## config.mk

```make
export PLATFORM = sky130hd
export DESIGN_NAME = prpi_ctrl
export DESIGN_NICKNAME = d
export VERILOG_FILES = /design/src/design/prpi_pkg.sv /design/src/design/prpi_ctrl.sv
export SDC_FILE = /design/constraint.sdc
export NUM_CORES = 1
export LEC_CHECK = 0
export BUFFER_PORTS_ARGS = -buffer_cell sky130_fd_sc_hd__clkbuf_2
export CAP_MARGIN = 20
export CORE_ASPECT_RATIO = 0.8
export CORE_MARGIN = 2
export CORE_UTILIZATION = 53
export DETAILED_ROUTE_END_ITERATION = 10
export GPL_ROUTABILITY_DRIVEN = 0
export GPL_TIMING_DRIVEN = 0
export PLACE_DENSITY = 0.82
export SYNTH_ARGS = -nofsm -noshare
export SYNTH_HDL_FRONTEND = slang
export SYNTH_SLANG_ARGS = --single-unit
```

## constraint.sdc

```tcl
create_clock -name clock -period 2.5 [get_ports clock]
set_input_delay 0.625 -clock clock [delete_from_list [all_inputs] [get_ports clock]]
set_output_delay 0.625 -clock clock [all_outputs]
set_load 0.01 [all_outputs]
```

## src/design/prpi_pkg.sv

```systemverilog
package prpi_pkg;

   localparam int MAX_STEPS_DEF = 32;

   localparam logic [31:0] REF_RES_RST   = 32'd65536;
   localparam logic [30:0] MIN_SWING_RST = 31'd256;

   // cap on the interpolation term magnitude and the variance ceiling
   localparam logic [41:0] TERM_CAP = 42'h200_0000_0000;
   localparam logic [47:0] SAT_VAR  = 48'hFFFF_FFFF_FFFF;
   localparam logic signed [43:0] RESP_MAX = 44'sh07F_FFFF_FFFF;
   localparam logic signed [43:0] RESP_MIN = -44'sh080_0000_0000;

   // register indexes
   localparam logic CSR_REF_RES   = 1'b0;
   localparam logic CSR_MIN_SWING = 1'b1;

   // result register operations
   localparam logic [2:0] RES_NONE = 3'd0;
   localparam logic [2:0] RES_CLR  = 3'd1;
   localparam logic [2:0] RES_RESP = 3'd2;
   localparam logic [2:0] RES_VAR1 = 3'd3;
   localparam logic [2:0] RES_VAR3 = 3'd4;

   // multiply-divide operand select
   localparam logic [1:0] MD_SEL_DR = 2'd0;
   localparam logic [1:0] MD_SEL_VS = 2'd1;
   localparam logic [1:0] MD_SEL_T  = 2'd2;

   typedef struct packed {
      logic       load_en;
      logic       clr_pixel;
      logic       set_bad;
      logic       mul_ref;
      logic       cap_p;
      logic       cap_a;
      logic       cap_b;
      logic       swing_a;
      logic       swing_chk;
      logic [2:0] res_op;
      logic       md_start;
      logic [1:0] md_sel;
   } cmd_type;

   typedef struct packed {
      logic pixel_bad;
      logic p_lt;
      logic p_le;
      logic den_zero;
      logic vok;
      logic md_done;
      logic t_sat;
   } stat_type;

endpackage

```

## src/design/prpi_ctrl.sv

```systemverilog
module prpi_ctrl import prpi_pkg::*; #(
   parameter int MAX_STEPS = MAX_STEPS_DEF,
   parameter int IDXW      = $clog2(MAX_STEPS)
) (
   input  logic            clock,
   input  logic            reset,
   input  logic            req_tvalid,
   output logic            req_tready,
   input  logic            req_tlast,
   output logic            rsp_tvalid,
   input  logic            rsp_tready,
   output logic            rsp_tlast,
   output logic [IDXW-1:0] mem_addr,
   output cmd_type         cmd,
   input  stat_type        stat
);

   localparam int CW = $clog2(MAX_STEPS + 1);

   localparam logic [4:0] S_LOAD    = 5'd0;
   localparam logic [4:0] S_SW0     = 5'd1;
   localparam logic [4:0] S_SW1     = 5'd2;
   localparam logic [4:0] S_SW2     = 5'd3;
   localparam logic [4:0] S_FETCH   = 5'd4;
   localparam logic [4:0] S_GOT_P   = 5'd5;
   localparam logic [4:0] S_GOT_PW0 = 5'd6;
   localparam logic [4:0] S_GOT_PWK = 5'd7;
   localparam logic [4:0] S_GOT_A   = 5'd8;
   localparam logic [4:0] S_GOT_B   = 5'd9;
   localparam logic [4:0] S_SEG     = 5'd10;
   localparam logic [4:0] S_MD_R    = 5'd11;
   localparam logic [4:0] S_V1      = 5'd12;
   localparam logic [4:0] S_MD_V1   = 5'd13;
   localparam logic [4:0] S_V3      = 5'd14;
   localparam logic [4:0] S_MD_V3   = 5'd15;
   localparam logic [4:0] S_EMIT    = 5'd16;

   logic [4:0]      state_ff, state_in;
   logic [4:0]      ret_ff, ret_in;
   logic [1:0]      ph_ff, ph_in;
   logic [IDXW-1:0] addr_ff, addr_in;
   logic            mul_ref_ff, mul_ref_in;
   logic [CW-1:0]   cnt_ff, cnt_in;
   logic [IDXW-1:0] j_ff, j_in;
   logic [IDXW-1:0] k_ff, k_in;
   logic [IDXW-1:0] b_ff, b_in;
   logic [IDXW-1:0] n_last;

   assign n_last = IDXW'(cnt_ff - CW'(1));

   always_comb begin
      state_in   = state_ff;
      ret_in     = ret_ff;
      ph_in      = ph_ff;
      addr_in    = addr_ff;
      mul_ref_in = mul_ref_ff;
      cnt_in     = cnt_ff;
      j_in       = j_ff;
      k_in       = k_ff;
      b_in       = b_ff;
      cmd        = '0;
      cmd.mul_ref = mul_ref_ff;
      req_tready = 1'b0;
      rsp_tvalid = 1'b0;
      rsp_tlast  = 1'b0;
      case (state_ff)
         S_LOAD: begin
            req_tready = 1'b1;
            if (req_tvalid) begin
               if (cnt_ff < CW'(MAX_STEPS)) begin
                  cmd.load_en = 1'b1;
                  cnt_in      = cnt_ff + CW'(1);
               end
               if (req_tlast) begin
                  addr_in  = '0;
                  state_in = S_SW0;
               end
            end
         end
         S_SW0: begin
            if (cnt_ff < CW'(2)) cmd.set_bad = 1'b1;
            addr_in  = n_last;
            state_in = S_SW1;
         end
         S_SW1: begin
            cmd.swing_a = 1'b1;
            state_in    = S_SW2;
         end
         S_SW2: begin
            cmd.swing_chk = 1'b1;
            j_in       = '0;
            addr_in    = '0;
            mul_ref_in = 1'b1;
            ret_in     = S_GOT_P;
            ph_in      = '0;
            state_in   = S_FETCH;
         end
         // fetch steps in order: memory read, square, times resistance
         S_FETCH: begin
            ph_in = ph_ff + 2'd1;
            if (ph_ff == 2'd2) begin
               ph_in    = '0;
               state_in = ret_ff;
            end
         end
         S_GOT_P: begin
            cmd.cap_p  = 1'b1;
            cmd.res_op = RES_CLR;
            if (stat.pixel_bad) begin
               state_in = S_EMIT;
            end else begin
               addr_in    = '0;
               mul_ref_in = 1'b0;
               ret_in     = S_GOT_PW0;
               state_in   = S_FETCH;
            end
         end
         S_GOT_PW0: begin
            if (stat.p_lt) begin
               b_in    = '0;
               addr_in = '0;
               ret_in  = S_GOT_A;
            end else begin
               k_in    = IDXW'(1);
               addr_in = IDXW'(1);
               ret_in  = S_GOT_PWK;
            end
            state_in = S_FETCH;
         end
         S_GOT_PWK: begin
            if (stat.p_le || k_ff == n_last) begin
               b_in    = k_ff - IDXW'(1);
               addr_in = k_ff - IDXW'(1);
               ret_in  = S_GOT_A;
            end else begin
               k_in    = k_ff + IDXW'(1);
               addr_in = k_ff + IDXW'(1);
               ret_in  = S_GOT_PWK;
            end
            state_in = S_FETCH;
         end
         S_GOT_A: begin
            cmd.cap_a = 1'b1;
            addr_in   = b_ff + IDXW'(1);
            ret_in    = S_GOT_B;
            state_in  = S_FETCH;
         end
         S_GOT_B: begin
            cmd.cap_b = 1'b1;
            state_in  = S_SEG;
         end
         S_SEG: begin
            if (stat.den_zero) begin
               state_in = S_EMIT;
            end else begin
               cmd.md_start = 1'b1;
               cmd.md_sel   = MD_SEL_DR;
               state_in     = S_MD_R;
            end
         end
         S_MD_R: begin
            cmd.md_sel = MD_SEL_DR;
            if (stat.md_done) begin
               cmd.res_op = RES_RESP;
               state_in   = stat.vok ? S_V1 : S_EMIT;
            end
         end
         S_V1: begin
            cmd.md_start = 1'b1;
            cmd.md_sel   = MD_SEL_VS;
            state_in     = S_MD_V1;
         end
         S_MD_V1: begin
            cmd.md_sel = MD_SEL_VS;
            if (stat.md_done) begin
               cmd.res_op = RES_VAR1;
               state_in   = stat.t_sat ? S_EMIT : S_V3;
            end
         end
         S_V3: begin
            cmd.md_start = 1'b1;
            cmd.md_sel   = MD_SEL_T;
            state_in     = S_MD_V3;
         end
         S_MD_V3: begin
            cmd.md_sel = MD_SEL_T;
            if (stat.md_done) begin
               cmd.res_op = RES_VAR3;
               state_in   = S_EMIT;
            end
         end
         S_EMIT: begin
            rsp_tvalid = 1'b1;
            rsp_tlast  = j_ff == n_last;
            if (rsp_tready) begin
               if (j_ff == n_last) begin
                  cmd.clr_pixel = 1'b1;
                  cnt_in        = '0;
                  state_in      = S_LOAD;
               end else begin
                  j_in       = j_ff + IDXW'(1);
                  addr_in    = j_ff + IDXW'(1);
                  mul_ref_in = 1'b1;
                  ret_in     = S_GOT_P;
                  state_in   = S_FETCH;
               end
            end
         end
         default: state_in = S_LOAD;
      endcase
   end

   assign mem_addr = (state_ff == S_LOAD) ? cnt_ff[IDXW-1:0] : addr_ff;

   always_ff @(posedge clock) begin
      if (reset) begin
         state_ff <= S_LOAD;
         ph_ff    <= '0;
         cnt_ff   <= '0;
      end else begin
         state_ff <= state_in;
         ph_ff    <= ph_in;
         cnt_ff   <= cnt_in;
      end
      ret_ff     <= ret_in;
      addr_ff    <= addr_in;
      mul_ref_ff <= mul_ref_in;
      j_ff       <= j_in;
      k_ff       <= k_in;
      b_ff       <= b_in;
   end

endmodule

```

==> results.yml <==
synth:
  yosysWarnings: 0
  seq_area_frac_synth_pct: 36.6
  synth-main-ff-cell: "edfxtp_1"
  syn-cell-area_um2: 2760
  synth_edf_count: 25
  synth-async-reset-ratio_pct: 0
  yosysUniqueCellTypes: 60
  synthCells: 315
  syn-num-nets: 333
  ys_seq_elements: 38
  avgSynthCellArea_um2: 8.76
floorplan:
  ioPinCount: 35
  core_area_um2: 5010
  die_x_um: 84.7
  dieArea_um2: 5800
  start_util_pct: 55.1
  die_h_um: 68.5
  rows: 23
timing:
  fin_crit_ns: 2.49
  setup_viol: 0
  relSlewSlack_pct: 50.9
  fmax_mhz: 402
  fin_worst_skew_ns: 0.00738
  finalHoldViolCount: 0
  finalWorstSetupSlack_ns: 0.0147
  rsz0062_at_grt: "true"
  worst_slew_pin_slew_ns: 0.732
  slew_violations: 0
  fin_crit_sh_pct: 99.4
global_routing:
  grt_usage_pct: 26.7
  grt_max_degree: 12
  grt_pass1_wl_um: 11900
  antenna_found_initial: 0
  gr-total-overflow: 0
  grt_pass1_vias: 2416
final_layout:
  final_common_cell: "clkbuf_2"
  nets: 387
  drive_gt1_share_pct: 28.1
  diodes: 0
  area_delta_synth_final_pct: 22.3
  final_cell_mix: "35 x clkbuf_2, 33 x nor2_1, 25 x edfxtp_1"
clock_tree:
  clock_path_buffers: 2
  cts_tree: "done"
  clkTransAtPathRegs_ns: 0.08
  clock_latency_ns: 0.30
  clkSinkCount: 38
  root_buffer: "clkbuf_8"
  cts_made_buffers: 5
  ctsHoldBuffers: 0
  htree_num_levels: 2
pwr:
  p_leak_nw: 1.36
  peakVddDrop_mv: 0.429
  total_power_mw: 2.78
  power.density_nw_per_um2: 824
worst_setup_path:
  cp-start-kind: "register"
  slowest_delay_ns: 0.46
  path_buf_inv: 1
  reg2reg_depth: 9
  arrival_ns: 1.86
  cp_max_fo: 4
  cp.required_ns: 1.88
  cp_cell_sequence: "xor3_1 > nor3_4 > nand3_2 > nor3_2 > buf_2"
  path_class: "register to output pin"
  cpMaxStageDelayCell: "edfxtp_1"
  crit_family: "simple AND/OR/NAND/NOR gates"
  endpoint_kind: "output pin"
  crit_cells: 5
drt:
  drc_errors: 0
  post_drt_via_cell_ratio: 6.30
  vias: 2721
  wl_per_cell_um: 17.6
  initialDrtViolationCount: 334
  drtAntennaViolNets: 0
  dr.pass1.iters: 7
  routed_wl_um: 7620
placement:
  port_buffers: 33
  dpl.hpwl_um: 5430
  place_ws_ns: -0.325
status:
  status: "finished, final reports clean"
job:
  max-cap-violations: 0
hold_path:
  min_path_type: "register to register"
  min_path_cells: 2
-- cells in the mapped netlist (2+ instances only) --
master	number	area share, %
a211oi_1	4	1.1
a31oi_1	3	0.68
a21oi_1	22	4.0
xor2_1	9	2.9
inv_1	16	2.2
nor3_1	15	2.7
edfxtp_1	25	27
nand3_1	14	2.5
nand2_1	24	3.3
ha_1	6	2.7
and2_1	4	0.91
nor2b_1	5	1.1
o21ai_0	8	1.5
buf_2	5	0.91
nor2_1	36	4.9
o22ai_1	2	0.45
nand2b_1	12	2.7
o211a_1	2	0.73
mux2i_1	4	1.5
dfxtp_1	13	9.4
xnor3_1	2	1.6
o31ai_1	4	1.1
clkbuf_1	9	1.2
o211ai_1	6	1.6
or4_1	7	1.9
nor3b_1	5	1.4
xnor2_1	16	5.1
mux2_2	3	1.2
buf_1	3	0.41
-- power breakdown --
group	switching, mW	leakage, nW	internal, mW
combinational	0.889	0.967	0.633
sequential	0.0631	0.354	0.780
clock	0.224	0.0426	0.192
-- registers in the layout (all words and copies together), names as in the netlist --
register and flops:
addr_ff 5, b_ff 5, cnt_ff 6, j_ff 5, k_ff 5, mul_ref_ff 1
ph_ff 2, ret_ff 4, state_ff 5
-- cell families after synthesis --
kind of cell | synth area share, %
compound gates | 17.2
xor+xnor | 10.4
fa+ha+maj | 2.72
buf+inv | 5.53
flops | 36.6
mux | 2.68
simple gates | 24.8
-- worst register-to-register path, cell delays in order, from the launching register on --
cell       delay (ns)
dfxtp_2          0.43
inv_6            0.06
ha_4             0.27
xnor2_2          0.21
nor3_4           0.06
buf_4            0.14
buf_4            0.14
a31oi_1          0.17
a2bb2oi_2        0.25
nor3b_4          0.36
-- through the flow --
stage                     hold WS, ns  TNS, ns  util (%)  instances  area [um2]
after CTS                       0.482  -0.0472      64.5        423        3230
after floorplan                 0.434        0         -        315        2770
after global routing            0.535  -0.0669      67.4        432        3370
final                           0.480        0      67.4        432        3370
after global placement          0.473    -2.66      60.2        410        3020
after detailed placement        0.464    -4.32      60.2        410        3020
-- per-layer routing --
layer  part of all wire (%)  up-vias  wire length (um)  track usage, %
met1                     44     1267              3330            36.0
met3                     10       27               760            6.07
met5                      0        -                 0               0
met4                    2.6        0               196            12.1
met2                     44      169              3330            41.5
li1                       -     1258                 -               -
-- final cells by class --
class	instances	area (um2)
Buffer	17	101
Timing Repair Buffer	49	285
Inverter	17	68.8
Tap cell	62	77.6
Clock inverter	2	8.76
Fill cell	392	1630
Sequential cell	38	1020
Multi-Input combinational cell	241	1740
Clock buffer	6	72.6
-- what timing repair did --
item,CTS,global route
pin swaps,3,3
gates resized for setup,26,25
buffers inserted,5,11
endpoints found under the setup margin,46,31
gates cloned,0,0
-- final timing paths --
| kind | from | end | slack (ns) |
|---|---|---|---|
| worst max-delay path | j_ff[2]$_SDFFCE_PN0P_ | cmd[13] | 0.01 |
| worst min-delay path | cnt_ff[5]$_SDFFE_PP0P_ | cnt_ff[5]$_SDFFE_PP0P_ | 0.48 |
| worst max register to register | cnt_ff[0]$_SDFFE_PP0P_ | addr_ff[4]$_DFFE_PP_ | 0.09 |
| worst min register to register | cnt_ff[5]$_SDFFE_PP0P_ | cnt_ff[5]$_SDFFE_PP0P_ | 0.48 |
No activity file was read; power rests on OpenSTA's default activity.
